===== src/tpt_div_cell.sv =====
// One restoring division step: produces one quotient bit per cycle.
`timescale 1ns / 1ps

module tpt_div_cell #(
  parameter int DW = 31,
  parameter int QW = 49
) (
  input  logic          clk,
  input  logic [DW-1:0] den,
  input  logic [DW-1:0] rem_in,
  input  logic [QW-1:0] x_in,
  output logic [DW-1:0] rem_out,
  output logic [QW-1:0] x_out
);

  logic [DW:0] t;
  logic [DW:0] diff;
  logic        ge;

  always_comb begin
    t    = {rem_in, x_in[QW-1]};
    ge   = (t >= {1'b0, den});
    diff = t - {1'b0, den};
  end

  // The dividend shifts out at the top while quotient bits fill in below.
  always_ff @(posedge clk) begin
    rem_out <= ge ? diff[DW-1:0] : t[DW-1:0];
    x_out   <= {x_in[QW-2:0], ge};
  end

endmodule


===== config.mk =====
export PLATFORM = sky130hd
export DESIGN_NAME = tpt_div_cell
export DESIGN_NICKNAME = d
export VERILOG_FILES = /design/src/tpt_div_cell.sv
export SDC_FILE = /design/constraint.sdc
export NUM_CORES = 1
export LEC_CHECK = 0
export BUFFER_PORTS_ARGS = -buffer_cell sky130_fd_sc_hd__buf_4
export CORE_ASPECT_RATIO = 0.7
export CORE_MARGIN = 4
export CORE_UTILIZATION = 45
export DETAILED_ROUTE_END_ITERATION = 12
export GPL_ROUTABILITY_DRIVEN = 0
export PLACE_DENSITY = 0.81
export SYNTH_ARGS = -nofsm -noshare
export SYNTH_HDL_FRONTEND = slang
export SYNTH_SLANG_ARGS = --single-unit

===== constraint.sdc =====
create_clock -name clk -period 2.8 [get_ports clk]
set_input_delay 0.42 -clock clk [delete_from_list [all_inputs] [get_ports clk]]
set_output_delay 0.42 -clock clk [all_outputs]
set_load 0.03 [all_outputs]

==> flow_summary.toml, run 1 <==
[die]
die_w_um = 116
start_util = 0.466
die_area_um2 = 9710
row_count = 27
die_h_um = 83.7
fp.coreArea_um2 = 7910
io_pins = 192

[global_routing]
grt_usage = 0.219
gr-total-overflow = 0
grt_pass1_wl_um = 17000
grt_start_max_net_pins = 24
grt_pass1_vias = 3516
antenna_found_initial = 0

[worst_setup_path]
worstPathMaxFanout = 4
max_stage_delay_ns = 0.45
path_delay_family = "compound AO/OA/AOI/OAI gates"
crit_path_cell_trace = "buf_4, ha_1, fa_1, nor2b_1, o31a_1, o21bai_4, a21oi_4, a31oi_2, o311ai_0, and4_1, nor3_2"
arrival_ns = 2.69
path_buf_inv = 1
criticalPathCategory = "in2reg"
crit_slowest_cell = "o311ai_0"
startpoint_type = "input port"
cp.required_ns = 3.02
worstSetupEndpointType = "flip-flop"

[sta]
finalHoldViolCount = 0
fin_worst_hold_slack_ns = 0.186
relSlewSlack = 0.706
rsz0062_at_grt = "false"
tightest_slew_ns = 0.436
setup_viol = 0
fmax_ghz = 0.405
tns_ns = 0
setup_ws_ns = 0.329
maxSlewViolCount = 0
final.min_clock_period_ns = 2.47
timing.final.crit_share = 0.883

[synthesis]
synth.area.top_cells = "dfxtp_1 44%, ha_1 11%, a21oi_1 4.4%"
yosysMostFrequentCell = "dfxtp_1"
syn_area_um2 = 3680
ys.flop_type = "dfxtp_1"
yosysWarnings = 0
synth_area_per_cell_um2 = 9.13
yosysSeqAreaShare = 0.435
synth.largest_area_cell = "dfxtp_1"
synth_edf_count = 0
ys_async_sr_fraction = 0
syn_nets = 547
ys_types = 55
ys_ff_latch = 80
synth_common_cells = "80 x dfxtp_1, 40 x inv_1, 36 x nor2_1, 34 x nand2_1, 32 x a21oi_1"
synth_cells = 403
synth.top_cell.area_share = 0.435

[routing]
antenna_left = 0
avgRoutedWirePerCell_um = 15.3
drcViolationCount = 0
first_pass_iters = 5
vias = 3590
drt-initial-drc-count = 161
routed_wl_um = 10900
vias_per_cell = 5.04

[clock_tree]
clk_pin_slew_ns = 0.06
cts_setup_buffers = 0
hold_buffers = 0
cts_root_buf = "clkbuf_16"
ctsResizeCount = 0
cts_buffer_depth = 2
htreeDepth = 3
cts-buffers-inserted = 9
cts_tree = "yes"
clock-sinks = 80

[cells_and_area]
fin_cells = 712
area_growth_pct = 52.5
layout-drive-gt1-share = 0.388
finalNetCount = 750
antenna_cells = 0

[worst_hold_path]
hp-class = "in2reg"

[place]
placedCellCount = 696
io_buffers = 191
pre_cts_slack_ns = -0.00731
hpwl_um = 8820

[run_status]
outcome = "completed"

[power]
power_density_nw_per_um2 = 697
p_leak_uw = 0.00280
irDropWorstVdd_mv = 0.494

[flow_run]
max-cap-violations = 0
[layout make-up]
cell class                 instances  area [um2]
fill                             635        2290
multi-input combinational        274        1870
sequential                        80        1600
timing repair buffer             200        1530
clock buffer                       9         225
inverter                          41         154
tap                              101         126
clock inverter                     7         108
[metrics by stage]
stage / util / total power [uW] / instance area (um2)
2_1_floorplan: - / 2130 / 3680
4_1_cts: 0.710 / 3940 / 5620
6_report: 0.710 / 3910 / 5620
3_5_place_dp: 0.668 / 2640 / 5280
5_1_grt: 0.710 / 4100 / 5620
3_3_place_gp: 0.668 / 2610 / 5280
[worst paths after layout]
check,startpoint,slack (ns),cells past startpoint,to
hold / removal,x_in[5],0.19,1,x_out[6]$_DFF_P_
setup / recovery,den[0],0.33,11,rem_out[22]$_DFF_P_
[sequential cells by signal, summed over array words and instances, names as in the netlist]
register  cells
rem_out      31
x_out        49
[routing by layer]
layer	GRT usage	wire, um	up-vias
li1	-	-	1806
met1	0.269	4450	1608
met2	0.367	5350	157
met3	0.0623	898	19
met4	0.0717	195	0
met5	0	0	-
[kinds of logic (layout without fill, tap and decap cells)]
group,after synthesis,count (layout),synth area share
compound gates,115,115,0.212
simple gates,104,104,0.132
flops,80,80,0.435
buf+inv,49,257,0.0557
fa+ha+maj,32,32,0.111
xor+xnor,23,23,0.0547
[report_power, final]
group          switching, uW  internal [uW]
combinational            748            534
clock                    498            800
sequential              46.6           1290
[cell usage in the layout (no fill, tap or decap), drive strengths merged, types with 3 or more instances in the layout]
cell and n:
xnor2 9, nand3 5, o21bai 4, a21oi 42
dfxtp 80, clkbuf 9, nor2 36, xor2 14
a31oi 4, o21a 5, o21ai 28, a211oi 5
and3 4, ha 31, o31ai 5, a21o 9
nand4 5, nor3 6, buf 200, o311ai 3
inv 45, nand2 34
Power figures use the tool's default switching activity.
==> run 2: changes to the inputs <==
- CAP_MARGIN: default -> 20
- CELL_PAD_IN_SITES_DETAIL_PLACEMENT: default -> 0
- CELL_PAD_IN_SITES_GLOBAL_PLACEMENT: default -> 1
- CORE_UTILIZATION: 45 -> 32
==> run 2 against run 1 <==
Die area is 37% higher. Setup slack worse by 0.056 ns. Via count is 0.84% lower. Non-clock buffer count is 11 higher. First-iteration DRC count is 12% lower. Flip-flop and latch count stayed put. Design area is 2.2% higher. Routed wire length is 0.81% higher. Utilization is 19 points lower. Count of clock-buffer cells in the layout is 1 higher. Final cell count is 8.8% higher.
==> flow_summary.toml, run 2 (synthesized netlist as in run 1, its figures left out) <==
[sta]
setup_ws_ns = 0.273
fmax_ghz = 0.396
timing.final.crit_share = 0.902
relSlewSlack = 0.687
setup_viol = 0
final.min_clock_period_ns = 2.53
fin_worst_hold_slack_ns = 0.186
rsz0062_at_grt = "false"
maxSlewViolCount = 0
finalHoldViolCount = 0
tightest_slew_ns = 0.466

[worst_setup_path]
startpoint_type = "input port"
arrival_ns = 2.74
cp.required_ns = 3.02
criticalPathCategory = "in2reg"
worstPathMaxFanout = 4
worstSetupEndpointType = "flip-flop"
critPathLaunch = "den[0]"
cp-endpoint = "rem_out[22]$_DFF_P_"

[cells_and_area]
fin_cells = 775
largest_register = "x_out"
largest_reg_flops = 49
seqCellArea_um2 = 1600
multi_input_area_um2 = 1870
area_growth_pct = 55.8
reg_top3 = "x_out (49), rem_out (31)"
layout_common_cells = "210 x buf_4, 80 x dfxtp_1, 40 x inv_1"
final_core_util = 0.515
antenna_cells = 0
layout-drive-gt1-share = 0.397
final_common_cell = "buf_4"
finalNetCount = 761
n_fill_cell = 1058
design_area_um2 = 5740

[place]
hpwl_um = 9000
io_buffers = 191
postPlaceCellArea_um2 = 5420
placedCellCount = 759
pre_cts_slack_ns = -0.0241

[clock_tree]
cts-buffers-inserted = 9
cts_tree = "yes"
clock-sinks = 80
cts_root_buf = "clkbuf_16"
cts_setup_buffers = 0
ctsResizeCount = 0
cts_buffer_depth = 2
clk_pin_slew_ns = 0.06
hold_buffers = 0
htreeDepth = 3

[die]
start_util = 0.331
die_w_um = 136
io_pins = 192
row_count = 32
die_area_um2 = 13300
fp.coreArea_um2 = 11100
die_h_um = 97.7

[power]
p_leak_uw = 0.00284
irDropWorstVdd_mv = 0.378
power_density_nw_per_um2 = 679

[run_status]
outcome = "completed"

[global_routing]
grt_usage = 0.165
grt_pass1_vias = 3625
grt_pass1_wl_um = 17700
antenna_found_initial = 0
gr-total-overflow = 0
grt_start_max_net_pins = 24

[worst_hold_path]
worstHoldStart = "x_in[12]"
hp-class = "in2reg"

[routing]
vias_per_cell = 4.59
avgRoutedWirePerCell_um = 14.2
antenna_left = 0
drcViolationCount = 0
first_pass_iters = 4
vias = 3560
drt-initial-drc-count = 142
routed_wl_um = 11000

[flow_run]
max-cap-violations = 0
==> run 2: layer usage <==
layer / part of all wire / vias up / wire, um / GRT usage
li1: - / 1823 / - / -
met5: 0 / - / 0 / 0
met1: 0.47 / 1587 / 5180 / 0.225
met4: 0.019 / 0 / 210 / 0.0558
met2: 0.44 / 134 / 4810 / 0.248
met3: 0.072 / 16 / 786 / 0.0520
==> run 2: report_power, final <==
| group | internal (uW) | switching [uW] | total, uW |
|---|---|---|---|
| combinational | 547 | 749 | 1300 |
| clock | 786 | 478 | 1260 |
| sequential | 1290 | 44.5 | 1330 |
| total | 2620 | 1270 | 3890 |
==> run 2: area by class of cell <==
cell class,count,area share
timing repair buffer,211,0.278
clock inverter,6,0.0157
clock buffer,10,0.0399
sequential,80,0.279
multi-input combinational,274,0.327
tap,153,0.0334
inverter,41,0.0268
==> run 2: worst max-delay path, stage by stage <==
cell,delay [ns]
buf_4,0.11
ha_1,0.22
fa_1,0.41
nor2b_1,0.18
o31a_1,0.23
o21bai_4,0.09
a21oi_4,0.16
a31oi_2,0.16
o311ai_0,0.45
and4_1,0.27
nor3_2,0.05
==> run 2: worst min-delay path by stage <==
stage / to / slack [ns] / cells past startpoint
CTS: x_out[13]$_DFF_P_ / 0.17 / 1
finish: x_out[13]$_DFF_P_ / 0.19 / 1
detailed placement: x_out[28]$_DFF_P_ / 0.53 / 1
global placement: x_out[24]$_DFF_P_ / 0.52 / 1
floorplan: x_out[10]$_DFF_P_ / 0.45 / 0
global route: x_out[39]$_DFF_P_ / 0.17 / 1
==> run 2: per-stage QoR <==
step                      setup TNS, ns  total power [uW]
after floorplan                       0              2130
after global placement                0              2650
after detailed placement        -0.0241              2660
after CTS                             0              3940
after global routing                  0              4100
final                                 0              3890
==> run 3: changes to the inputs <==
- clock period: 2.8 -> 2.7 ns (I/O delays scaled with it)
==> run 3 against run 2 <==
Flip-flop and latch count unchanged. Non-clock buffer count up 10. Highest routed layer unchanged. Setup slack worse by 0.029 ns. Critical path depth unchanged. Combinational power up 6%. Design area up 1.5%. Via count down 0.31%. First-iteration DRC count up 13%. Sequential power up 4%. Sequential share of layout area down 0.41 points. Worst hold slack worse by 0.022 ns.
==> flow_summary.toml, run 3 (synthesized netlist as in run 1, its figures left out) <==
[run_status]
outcome = "completed"

[global_routing]
gr-total-overflow = 0
grt_usage = 0.166
busiest_layer = "met2"
grt_start_max_net_pins = 24
grt_pass1_vias = 3547
antenna_found_initial = 0
met2_usage = 0.251
met1_usage = 0.230
grt_pass1_wl_um = 17800
use_met3 = 0.0505

[cells_and_area]
reg_top3 = "x_out (49), rem_out (31)"
area_growth_pct = 58.2
largest_register = "x_out"
layout-drive-gt1-share = 0.407
multi_input_area_um2 = 1870
largest_reg_flops = 49
n_fill_cell = 1044
final_common_cell = "buf_4"
antenna_cells = 0
seqCellArea_um2 = 1600
layout_common_cells = "219 x buf_4, 80 x dfxtp_1, 40 x inv_1"
finalNetCount = 771

[clock_tree]
hold_buffers = 0
clock-sinks = 80
cts_root_buf = "clkbuf_16"
cts-buffers-inserted = 9
cts_buffer_depth = 2
ctsResizeCount = 0
clk_pin_slew_ns = 0.06
cts_tree = "yes"
htreeDepth = 3
cts_setup_buffers = 0

[place]
pre_cts_slack_ns = -0.0790
io_buffers = 191
hpwl_um = 9120

[sta]
tightest_slew_ns = 0.518
tns_ns = 0
rsz0062_at_grt = "false"
fin_worst_hold_slack_ns = 0.165
relSlewSlack = 0.652
timing.final.crit_share = 0.909
finalHoldViolCount = 0
fmax_ghz = 0.407
maxSlewViolCount = 0
setup_viol = 0
final.min_clock_period_ns = 2.46
setup_ws_ns = 0.244

[power]
p_leak_uw = 0.00289
power_density_nw_per_um2 = 700
irDropWorstVdd_mv = 0.394

[worst_hold_path]
hp-class = "in2reg"

[worst_setup_path]
worstPathMaxFanout = 5
startpoint_type = "input port"
criticalPathCategory = "in2reg"
critPathLaunch = "den[20]"
arrival_ns = 2.68
cp.required_ns = 2.93
cp-endpoint = "rem_out[25]$_DFF_P_"
worstSetupEndpointType = "flip-flop"

[routing]
drt-initial-drc-count = 161
routed_wl_um = 11200
drcViolationCount = 0
avgRoutedWirePerCell_um = 14.3
vias = 3549
first_pass_iters = 4
vias_per_cell = 4.53
antenna_left = 0

[flow_run]
max-cap-violations = 0

[die]
fp.coreArea_um2 = 11100
io_pins = 192
row_count = 32
die_h_um = 97.7
start_util = 0.331
die_w_um = 136
die_area_um2 = 13300
## run 3: changes by cell type in the layout (fill, tap and decap cells not counted)
cell,delta
buf_12,+1
buf_4,+9
clkbuf_1,-1
clkinv_2,-1
clkinvlp_4,+1
o311ai_0,-1
o311ai_1,+1
## run 3: final cells by class
type                    instances  area share
multi-input cells             274       0.322
repair buffers                221       0.289
flip-flops and latches         80       0.275
clock buffers                   9      0.0387
well taps                     153      0.0329
inverters                      41      0.0264
clock inverters                 6      0.0159
## run 3: metal layers
layer / vias to the layer above / routed length, um
met3: 10 / 824
li1: 1838 / -
met5: - / 0
met4: 0 / 120
met2: 119 / 4960
met1: 1582 / 5300
## run 3: worst max-delay path, stage by stage
cell and delay [ns]:
buf_4 0.08, inv_1 0.03, ha_1 0.34, a21oi_1 0.18, o21ai_0 0.16, or4_1 0.54, a21oi_1 0.26, o31ai_1 0.18
a21oi_1 0.21, xor2_1 0.23, a21oi_2 0.08
## run 3: metrics by stage
stage | total power (uW) | instance area [um2] | utilization | instances
5_1_grt | 4280 | 5820 | 0.523 | 784
6_report | 4080 | 5820 | 0.523 | 784
3_5_place_dp | 2780 | 5510 | 0.495 | 769
4_1_cts | 4120 | 5820 | 0.523 | 784
3_3_place_gp | 2770 | 5510 | 0.495 | 769
2_1_floorplan | 2210 | 3680 | - | 403
## run 3: worst min path at each step
stage	cells past startpoint	start	endpoint	slack (ns)
6_report	1	x_in[0]	x_out[1]$_DFF_P_	0.16
5_1_grt	1	x_in[45]	x_out[46]$_DFF_P_	0.15
4_1_cts	1	x_in[0]	x_out[1]$_DFF_P_	0.15
3_5_place_dp	1	x_in[14]	x_out[15]$_DFF_P_	0.51
3_3_place_gp	1	x_in[42]	x_out[43]$_DFF_P_	0.51
2_1_floorplan	0	x_in[9]	x_out[10]$_DFF_P_	0.43
## run 3: power by group
part | switching, uW | total [uW] | internal [uW] | leakage (uW)
combinational | 788 | 1380 | 591 | 0.00206
clock | 505 | 1320 | 811 | 0.000149
sequential | 47.5 | 1380 | 1340 | 0.000675
