===== config.mk =====
export PLATFORM = sky130hd
export DESIGN_NAME = tpt_sqrt_cell
export DESIGN_NICKNAME = d
export VERILOG_FILES = /design/src/tpt_pkg.sv /design/src/tpt_sqrt_cell.sv
export SDC_FILE = /design/constraint.sdc
export NUM_CORES = 1
export LEC_CHECK = 0
export ABC_AREA = 0
export BUFFER_PORTS_ARGS = -buffer_cell sky130_fd_sc_hd__buf_4
export CORE_AREA = 2 2 230 232
export DETAILED_ROUTE_END_ITERATION = 6
export DIE_AREA = 0 0 232 234
export SKIP_LAST_GASP = 1
export SLEW_MARGIN = 20
export SYNTH_ARGS = -nofsm -noshare
export SYNTH_HDL_FRONTEND = slang
export SYNTH_SLANG_ARGS = --single-unit

===== constraint.sdc =====
create_clock -name clk -period 5.37 [get_ports clk]
set_clock_uncertainty 0.1 [all_clocks]
set_input_delay 0.8055 -clock clk [delete_from_list [all_inputs] [get_ports clk]]
set_output_delay 0.8055 -clock clk [all_outputs]
set_load 0.05 [all_outputs]

===== src/tpt_pkg.sv =====
// Shared types, constants and helpers for the trapezoid profile timing block.
`timescale 1ns / 1ps

package tpt_pkg;

  localparam int INTER_W = 64;

  typedef logic [INTER_W-1:0] inter_t;

  typedef enum logic {
    REG_MAX_RATE  = 1'b0,
    REG_MAX_ACCEL = 1'b1
  } reg_idx_t;

  // Side data that rides along the square root chain.
  typedef struct packed {
    logic   ramp;
    inter_t tacc;
    inter_t tq;
  } side_t;

  function automatic inter_t sat_add(inter_t a, inter_t b);
    logic [INTER_W:0] s;
    s = {1'b0, a} + {1'b0, b};
    return s[INTER_W] ? '1 : s[INTER_W-1:0];
  endfunction

endpackage


===== src/tpt_sqrt_cell.sv =====
// One digit-by-digit square root step, carrying the timing side data along.
`timescale 1ns / 1ps

module tpt_sqrt_cell #(
  parameter int P  = 40,
  parameter int ZW = 80
) (
  input  logic            clk,
  input  logic [P-1:0]    root_in,
  input  logic [P+2:0]    rem_in,
  input  logic [ZW-1:0]   z_in,
  input  tpt_pkg::side_t  side_in,
  output logic [P-1:0]    root_out,
  output logic [P+2:0]    rem_out,
  output logic [ZW-1:0]   z_out,
  output tpt_pkg::side_t  side_out
);

  localparam int RW = P + 3;

  logic [RW-1:0] t;
  logic [RW-1:0] trial;
  logic          ge;

  always_comb begin
    t     = {rem_in[RW-3:0], z_in[ZW-1 -: 2]};
    trial = RW'({root_in, 2'b01});
    ge    = (t >= trial);
  end

  always_ff @(posedge clk) begin
    root_out <= {root_in[P-2:0], ge};
    rem_out  <= ge ? (t - trial) : t;
    z_out    <= z_in << 2;
    side_out <= side_in;
  end

endmodule


==> flow_metrics.env, run 1 <==
export IMPL_yosys_area_top_type_share_pct=65.7
export IMPL_grt_pass1_wl_um=48800
export IMPL_core_um2=52000
export IMPL_synth_area_top_cells="dfxtp_1 66%, ha_1 6.0%, a21oi_1 4.2%"
export IMPL_finalPower_mw=6.12
export IMPL_final_util_pct=28.9
export IMPL_period_needed_ps=3560
export IMPL_cts_tree="yes"
export IMPL_antenna_found_initial=8
export IMPL_post_synth_top_count_cell="dfxtp_1"
export IMPL_area_growth_synth_to_final_pct=70.3
export IMPL_num_io_pins=585
export IMPL_postSynthCellCount=754
export IMPL_die_w_um=232
export IMPL_critical_path_max_fanout=23
export IMPL_drcViolationCount=0
export IMPL_die_area_um2=54300
export IMPL_cts_hold_buf=0
export IMPL_viasPerCell=3.70
export IMPL_synth_edf_count=0
export IMPL_arrival_ps=3860
export IMPL_synth_largest_area_cell="dfxtp_1"
export IMPL_drv_cap=0
export IMPL_finalSetupTns_ps=0
export IMPL_critPathSlowestCell="ha_1"
export IMPL_end_kind="register"
export IMPL_synth_area_per_cell_um2=11.7
export IMPL_die_y_um=234
export IMPL_fin_crit_sh_pct=66.3
export IMPL_min_to="z_out[60]$_DFF_P_"
export IMPL_layout_drive_gt1_share_pct=47.4
export IMPL_cts_buffers_inserted=34
export IMPL_post_cts_buffers=0
export IMPL_yosysWarningCount=0
export IMPL_start_kind="input pin"
export IMPL_critPathMostFrequentCell="buf_4"
export IMPL_drt_total_wl_um=36100
export IMPL_min_delay_start="z_in[58]"
export IMPL_drt_iter0_drc=254
export IMPL_root_buffer="clkbuf_16"
export IMPL_slew_headroom_pct=55.7
export IMPL_grt_max_degree=39
export IMPL_ys_top_cells_by_count="290 x dfxtp_1, 74 x a21oi_1, 52 x inv_1, 46 x nor2_1, 42 x ha_1"
export IMPL_grt_pass1_vias=7706
export IMPL_placed_cell_area_um2=13900
export IMPL_worstSetupPathType="input pin to register"
export IMPL_initial_utilization_pct=17.0
export IMPL_hold_viol_final=0
export IMPL_grt_use_total_pct=12.3
export IMPL_htree_levels=2
export IMPL_rows=84
export IMPL_diodes=0
export IMPL_rsz0062_at_grt="false"
export IMPL_power_density_nw_per_um2=407
export IMPL_port_buffers=580
export IMPL_setup_viol=0
export IMPL_timing_fmax_mhz=281
export IMPL_gp_congestion=0.795
export IMPL_nets=1684
export IMPL_ys_seq_elements=290
export IMPL_synth_seq_area_share_pct=65.7
export IMPL_clockBufferDepth=3
export IMPL_drt_pass1_iter_count=4
export IMPL_syn_cell_area_um2=8830
export IMPL_slew_viol_final=0
export IMPL_cp_slowest_stage_delay_ps=430
export IMPL_crit_required_ps=5670
export IMPL_worst_pin_slew_ps=648
export IMPL_leakage_nw=7.16
export IMPL_dpl_hpwl_um=30200
export IMPL_synthArstFlopShare_pct=0
export IMPL_ant_nets=0
export IMPL_ys_types=57
export IMPL_outcome="completed"
export IMPL_overflow=0
export IMPL_routedWlPerCell_um=17.5
export IMPL_hold_depth=1
export IMPL_synthFlopType="dfxtp_1"
export IMPL_final_area_um2=15000
export IMPL_vias=7629
export IMPL_post_cts_resized=0
export IMPL_hold_path_class="input pin to register"
export IMPL_vdd_drop_max_mv=0.245
export IMPL_crit_path_cell_trace="buf_4, inv_1, ha_1, nand4_1, nor2_2, a21oi_2, o211ai_4, a31oi_4, o31ai_4, a21o_2, buf_4, mux2_1"
export IMPL_clkTransAtPathRegs_ps=60
export IMPL_clkSinkCount=290
-- where the power goes --
group	total (mW)	switching (mW)	internal, mW	leakage [nW]
registers	2.37	0.0516	2.32	2.45
logic	1.48	0.976	0.504	4.20
clock network	2.27	0.937	1.33	0.521
total	6.12	1.96	4.16	7.16
-- how the worst max path moves through the flow --
stage                           start             endpoint  cells past startpoint
after floorplan           root_in[18]  rem_out[33]$_DFF_P_                     12
after global placement     root_in[8]   rem_out[9]$_DFF_P_                     12
after detailed placement   root_in[8]  rem_out[20]$_DFF_P_                     12
after CTS                  root_in[8]  rem_out[20]$_DFF_P_                     12
after global routing       root_in[8]   rem_out[9]$_DFF_P_                     12
final                      root_in[8]   rem_out[9]$_DFF_P_                     12
-- cell usage in the layout (no fill, tap or decap), types with 6 or more instances in the layout --
cell type / netlist / layout
o21bai_1: 6 / 6
dfxtp_1: 290 / 290
o21a_1: 6 / 6
xor2_1: 16 / 16
ha_1: 42 / 42
inv_1: 52 / 52
nor2_1: 46 / 46
a21oi_1: 74 / 74
clkbuf_1: 11 / 6
clkbuf_16: 0 / 34
o21ai_0: 21 / 21
buf_4: 3 / 583
xnor2_1: 25 / 25
nand3_1: 11 / 11
a21o_1: 15 / 14
and2_1: 8 / 8
mux2_1: 10 / 10
nand4_1: 13 / 13
nand2_1: 26 / 26
nor3_1: 8 / 8
-- worst max-delay path, delay by kind of cell --
kind | cells | cell delay (ps)
buffers and inverters | 3 | 460
adder cells (fa/ha/maj) | 1 | 430
AO/OA/AOI/OAI | 5 | 1290
AND/OR/NAND/NOR | 2 | 490
multiplexers | 1 | 350
-- per-layer routing --
layer	up-vias	track usage, %	share of wire [%]
met1	3506	13.1	37
met3	59	5.61	10
li1	3727	-	-
met2	321	21.6	50
met4	16	4.03	2.3
met5	-	0	0.28
-- cell type report --
type                            instances  area [um2]
Fill cell                            5384       37000
Inverter                               52         195
Sequential cell                       290        5810
Clock inverter                         15         168
Tap cell                              688         861
Multi-Input combinational cell        387        2690
Clock buffer                           44         928
Timing Repair Buffer                  584        4400
-- sequential cells by signal, summed over array words and instances, names as in the netlist --
name and count:
rem_out 43, root_out 40, side_out 129, z_out 78
-- logic make-up (layout without fill, tap and decap cells) --
logic type | count (synthesis) | count (layout) | synth area share, %
AO/OA/AOI/OAI | 160 | 160 | 11.8
XOR/XNOR | 41 | 41 | 4.07
adder cells (fa/ha/maj) | 42 | 42 | 5.95
buffers and inverters | 78 | 695 | 3.90
flip-flops | 290 | 290 | 65.7
multiplexers | 11 | 11 | 1.39
other | 1 | 2 | 0.0425
AND/OR/NAND/NOR | 131 | 131 | 7.11
-- stage by stage --
| step | hold WS (ps) | cells | worst slack, ps |
|---|---|---|---|
| global route | 232 | 2060 | 1590 |
| CTS | 223 | 2060 | 1780 |
| finish | 273 | 2060 | 1810 |
| floorplan | 733 | 755 | 2250 |
| detailed placement | 811 | 2001 | 1220 |
| global placement | 811 | 2001 | 1240 |
Power figures use the tool's default switching activity.
==> run 2, diff against run 1 <==
- clock period: 5.37 -> 3.2 ns (I/O delays scaled with it)
==> run 2 against run 1 <==
Against the previous run: first-iteration DRC count rose by 0.79%; cell count grew 15%; utilization grew 6.0 points; clock power up 69%; critical path depth increased by 2; sequential share of layout area shrank 6.7 points; sequential cell count stayed put; wire length rose by 14%; combinational power grew 97%; cell area grew 21%; largest cell class is now buffers; largest power group unchanged; highest routed layer unchanged.
==> flow_metrics.env, run 2 (synthesized netlist as in run 1, its figures left out) <==
export IMPL_outcome="completed"
export IMPL_start_kind="input pin"
export IMPL_leakage_nw=8.58
export IMPL_hold_viol_final=0
export IMPL_setup_viol=0
export IMPL_drt_iter0_drc=256
export IMPL_reg_top3="side_out x129, z_out x78, rem_out x43"
export IMPL_vdd_drop_max_mv=0.409
export IMPL_grt_max_degree=29
export IMPL_critical_path_max_fanout=7
export IMPL_power_density_nw_per_um2=591
export IMPL_final_area_um2=18200
export IMPL_area_growth_synth_to_final_pct=106
export IMPL_min_delay_start="rem_in[16]"
export IMPL_grt_use_total_pct=14.0
export IMPL_rows=84
export IMPL_nets=1999
export IMPL_final_cell_mix="648 x buf_4, 290 x dfxtp_1, 245 x dlygate4sd3_1, 69 x a21oi_1, 52 x inv_1"
export IMPL_largest_register_ffs=129
export IMPL_cts_buffers_inserted=34
export IMPL_die_y_um=234
export IMPL_layout_setup_ws_ps=136
export IMPL_num_io_pins=585
export IMPL_dpl_hpwl_um=30800
export IMPL_arrival_ps=3380
export IMPL_cts_tree="yes"
export IMPL_routedWlPerCell_um=17.4
export IMPL_die_w_um=232
export IMPL_drcViolationCount=0
export IMPL_dp_cells=2067
export IMPL_largest_register="side_out"
export IMPL_viasPerCell=3.76
export IMPL_antenna_found_initial=8
export IMPL_timing_fmax_mhz=326
export IMPL_dp_slack_ps=-99.3
export IMPL_end_kind="register"
export IMPL_slew_viol_final=0
export IMPL_crit_required_ps=3520
export IMPL_clkSinkCount=290
export IMPL_htree_levels=2
export IMPL_die_area_um2=54300
export IMPL_gp_congestion=0.804
export IMPL_drt_pass1_iter_count=4
export IMPL_fin_crit_sh_pct=95.8
export IMPL_min_to="rem_out[18]$_DFF_P_"
export IMPL_vias=8930
export IMPL_core_um2=52000
export IMPL_hold_depth=2
export IMPL_hold_path_class="input pin to register"
export IMPL_layout_drive_gt1_share_pct=43.5
export IMPL_port_buffers=580
export IMPL_grt_pass1_vias=9470
export IMPL_drv_cap=0
export IMPL_initial_utilization_pct=17.0
export IMPL_ant_nets=0
export IMPL_grt_pass1_wl_um=56500
export IMPL_clkTransAtPathRegs_ps=60
export IMPL_overflow=0
export IMPL_worstSetupPathType="input pin to register"
export IMPL_fin_cells=2377
export IMPL_root_buffer="clkbuf_16"
export IMPL_placed_cell_area_um2=14400
export IMPL_layout_commonest_cell="buf_4"
export IMPL_finalSetupTns_ps=0
export IMPL_period_needed_ps=3060
export IMPL_clockBufferDepth=3
export IMPL_drt_total_wl_um=41400
run 2: cell types whose count changed in the layout (fill, tap and decap cells not counted), sizes merged, moves of 2 or more:
cell         delta
clkbuf          +2
dlygate4sd3   +245
buf            +67
inv             -2
clkinv          +4
run 2: per-layer routing:
layer  share of wire (%)  track usage (%)
met2                  51             25.2
met5                0.18            0.179
met3                 8.3             5.13
met1                  37             14.6
met4                 4.0             6.33
run 2: power breakdown:
part	internal (mW)	switching, mW	leakage, nW
logic	1.15	1.76	5.60
registers	3.90	0.0929	2.45
clock network	2.24	1.60	0.529
total	7.29	3.45	8.58
run 2: critical path, stage by stage:
cell	delay (ps)
dlygate4sd3_1	540
buf_4	130
inv_1	40
ha_1	300
nand2_1	70
nor2_1	270
nand4_1	200
nor4_2	320
a2111oi_2	90
buf_4	140
o21ai_1	90
a21o_4	190
clkbuf_16	190
mux2_1	310
run 2: final cells by class:
type	count	area, um2
clock inverter	16	170
tap	688	861
inverter	52	195
timing repair buffer	899	7430
fill	5034	33800
clock buffer	44	930
multi-input combinational	387	2790
antenna	1	2.50
sequential	290	5810
run 2: through the flow:
stage                     power (mW)  hold slack [ps]  utilization (%)
after global placement          6.68              485             27.8
after global routing            11.2             46.9             34.9
after floorplan                 5.58              408                -
after detailed placement        6.69              486             27.8
final                           10.7             59.0             34.9
after CTS                       10.9             19.2             34.6
run 2: how the worst max path moves through the flow:
stage / start / to
2_1_floorplan: root_in[18] / rem_out[33]$_DFF_P_
3_3_place_gp: root_in[5] / rem_out[38]$_DFF_P_
6_report: root_in[38] / rem_out[20]$_DFF_P_
4_1_cts: root_in[7] / rem_out[4]$_DFF_P_
3_5_place_dp: root_in[5] / rem_out[4]$_DFF_P_
5_1_grt: root_in[29] / rem_out[42]$_DFF_P_
run 2: timing repair:
item | 4_1_cts | 5_1_grt
setup endpoints to repair | 0 | 37
buffers inserted | 0 | 1
hold endpoints to repair | 246 | 0
hold buffers | 246 | 0
resized for setup | 0 | 29
==> run 3, diff against run 2 <==
- CELL_PAD_IN_SITES_DETAIL_PLACEMENT: default -> 1
- CELL_PAD_IN_SITES_GLOBAL_PLACEMENT: default -> 1
- CORE_AREA: 2 2 230 232 -> 2 2 226 228
- DIE_AREA: 0 0 232 234 -> 0 0 228 230
- PLACE_DENSITY_LB_ADDON: default -> 0.1
- RECOVER_POWER: default -> 25
==> run 3 against run 2 <==
Against the previous run: sequential cell count unchanged; critical endpoint is now rem_out[0]$_DFF_P_; power rose by 0.52%; via count grew 0.62%; wire length rose by 8.9%; cell count rose by 0.17%; global-route usage is 2.7 points higher.
==> flow_metrics.env, run 3 (synthesized netlist as in run 1, its figures left out) <==
export IMPL_critical_path_max_fanout=7
export IMPL_switching_share_pct=32.1
export IMPL_critPathBufInv=8
export IMPL_cp_slowest_stage_delay_ps=570
export IMPL_final_util_pct=36.7
export IMPL_placed_cell_area_um2=14500
export IMPL_drv_cap=0
export IMPL_power_density_nw_per_um2=590
export IMPL_fin_crit_sh_pct=98.0
export IMPL_clkSinkCount=290
export IMPL_die_area_um2=52400
export IMPL_port_buffers=580
export IMPL_fin_cells=2381
export IMPL_layout_commonest_cell="buf_4"
export IMPL_ant_nets=0
export IMPL_layout_setup_ws_ps=65.6
export IMPL_clockBufferDepth=3
export IMPL_root_buffer="clkbuf_16"
export IMPL_nets=2017
export IMPL_hold_path_class="input pin to register"
export IMPL_drt_total_wl_um=45000
export IMPL_critPathMostFrequentCell="buf_4"
export IMPL_dp_slack_ps=-97.6
export IMPL_crit_path_cell_trace="dlygate4sd3_1, buf_4, inv_1, ha_1, nand2_1, nor2_4, nand4_1, nor4_2, buf_4, a2111oi_2, buf_4, o21ai_1, a21o_4, buf_4, clkbuf_16, buf_4, xnor2_1"
export IMPL_timing_fmax_mhz=319
export IMPL_dp_cells=2063
export IMPL_seq_power_share_pct=36.9
export IMPL_use_met3_pct=6.20
export IMPL_overflow=0
export IMPL_clkTransAtPathRegs_ps=60
export IMPL_internal_power_mw=7.33
export IMPL_top_usage_layer="met2"
export IMPL_gr_usage_met2_pct=29.2
export IMPL_largest_register_ffs=129
export IMPL_finalPower_mw=10.8
export IMPL_dpl_hpwl_um=34800
export IMPL_drt_pass1_iter_count=4
export IMPL_cts_tree="yes"
export IMPL_routedWlPerCell_um=18.9
export IMPL_cts_buffers_inserted=36
export IMPL_grt_pass1_vias=10100
export IMPL_cp_depth=17
export IMPL_critical_path_top_delay_family="buffers and inverters"
export IMPL_viasPerCell=3.77
export IMPL_reg_top3="side_out x129, z_out x78, rem_out x43"
export IMPL_rows=82
export IMPL_area_growth_synth_to_final_pct=107
export IMPL_arrival_ps=3450
export IMPL_core_um2=49900
export IMPL_n_fill_cell=5610
export IMPL_grt_pass1_wl_um=66200
export IMPL_period_needed_ps=3130
export IMPL_leakage_nw=8.62
export IMPL_initial_utilization_pct=17.7
export IMPL_p_comb_share_pct=27.3
export IMPL_hold_viol_final=0
export IMPL_num_io_pins=585
export IMPL_grt_max_degree=18
export IMPL_setup_viol=0
export IMPL_clock_power_share_pct=35.8
export IMPL_vdd_drop_max_mv=0.296
export IMPL_final_cell_mix="525 x buf_4, 290 x dfxtp_1, 245 x dlygate4sd3_1, 129 x clkbuf_4, 72 x a21oi_1"
export IMPL_worstSetupPathType="input pin to register"
export IMPL_grt_util_met1_pct=18.3
export IMPL_crit_required_ps=3520
export IMPL_gp_congestion=0.812
export IMPL_end_kind="register"
export IMPL_finalSetupTns_ps=0
export IMPL_final_area_um2=18300
export IMPL_die_y_um=230
export IMPL_grt_use_total_pct=16.7
export IMPL_hold_depth=2
export IMPL_htree_levels=2
export IMPL_hold_slack_ps=68.0
export IMPL_largest_register="side_out"
export IMPL_critPathSlowestCell="dlygate4sd3_1"
export IMPL_drcViolationCount=0
export IMPL_p_switching_mw=3.47
export IMPL_start_kind="input pin"
export IMPL_drt_iter0_drc=176
export IMPL_vias=8985
export IMPL_slew_viol_final=0
export IMPL_layout_drive_gt1_share_pct=43.6
export IMPL_outcome="completed"
export IMPL_die_w_um=228
export IMPL_antenna_found_initial=7
==> run 3: cell types whose count changed in the layout (fill, tap and decap cells not counted), sizes merged <==
cell      before  now
bufinv         2    1
inv           55   54
clkinvlp       4    1
diode          1    3
clkbuf        46  188
clkinv         7    8
buf          651  531
==> run 3: power by group through the flow <==
stage               registers (mW)  clock network [mW]  logic (mW)
finish                        3.98                3.87        2.95
global route                  4.01                4.17        3.13
CTS                           3.98                4.02        2.95
detailed placement            4.05                   0        2.67
global placement              4.05                   0        2.67
floorplan                     5.05                   0       0.534
==> run 3: final timing paths <==
check / from / to / slack (ps)
setup / recovery: root_in[3] / rem_out[0]$_DFF_P_ / 70
hold / removal: rem_in[7] / rem_out[9]$_DFF_P_ / 70
==> run 3: cell type report <==
class                           count  area, um2  area share, %
Timing Repair Buffer              915       7550           41.2
Clock inverter                     12        114          0.621
Tap cell                          672        841           4.59
Multi-Input combinational cell    387       2820           15.4
Antenna cell                        3       7.51         0.0410
Clock buffer                       50        993           5.42
Inverter                           52        195           1.07
Sequential cell                   290       5810           31.7
==> run 3: timing repair <==
| action | 4_1_cts | 5_1_grt |
|---|---|---|
| hold buffers | 246 | 0 |
| endpoints found under the setup margin | 0 | 44 |
| buffers inserted | 0 | 5 |
| hold endpoints to repair | 246 | 0 |
| gates resized for setup | 0 | 28 |
==> run 3: layer usage <==
metal / vias up / part of all wire (%) / wire, um
met5: - / 0.14 / 65
met4: 10 / 3.6 / 1640
met3: 75 / 7.8 / 3530
met2: 308 / 50 / 22600
met1: 4191 / 38 / 17200
li1: 4401 / - / -
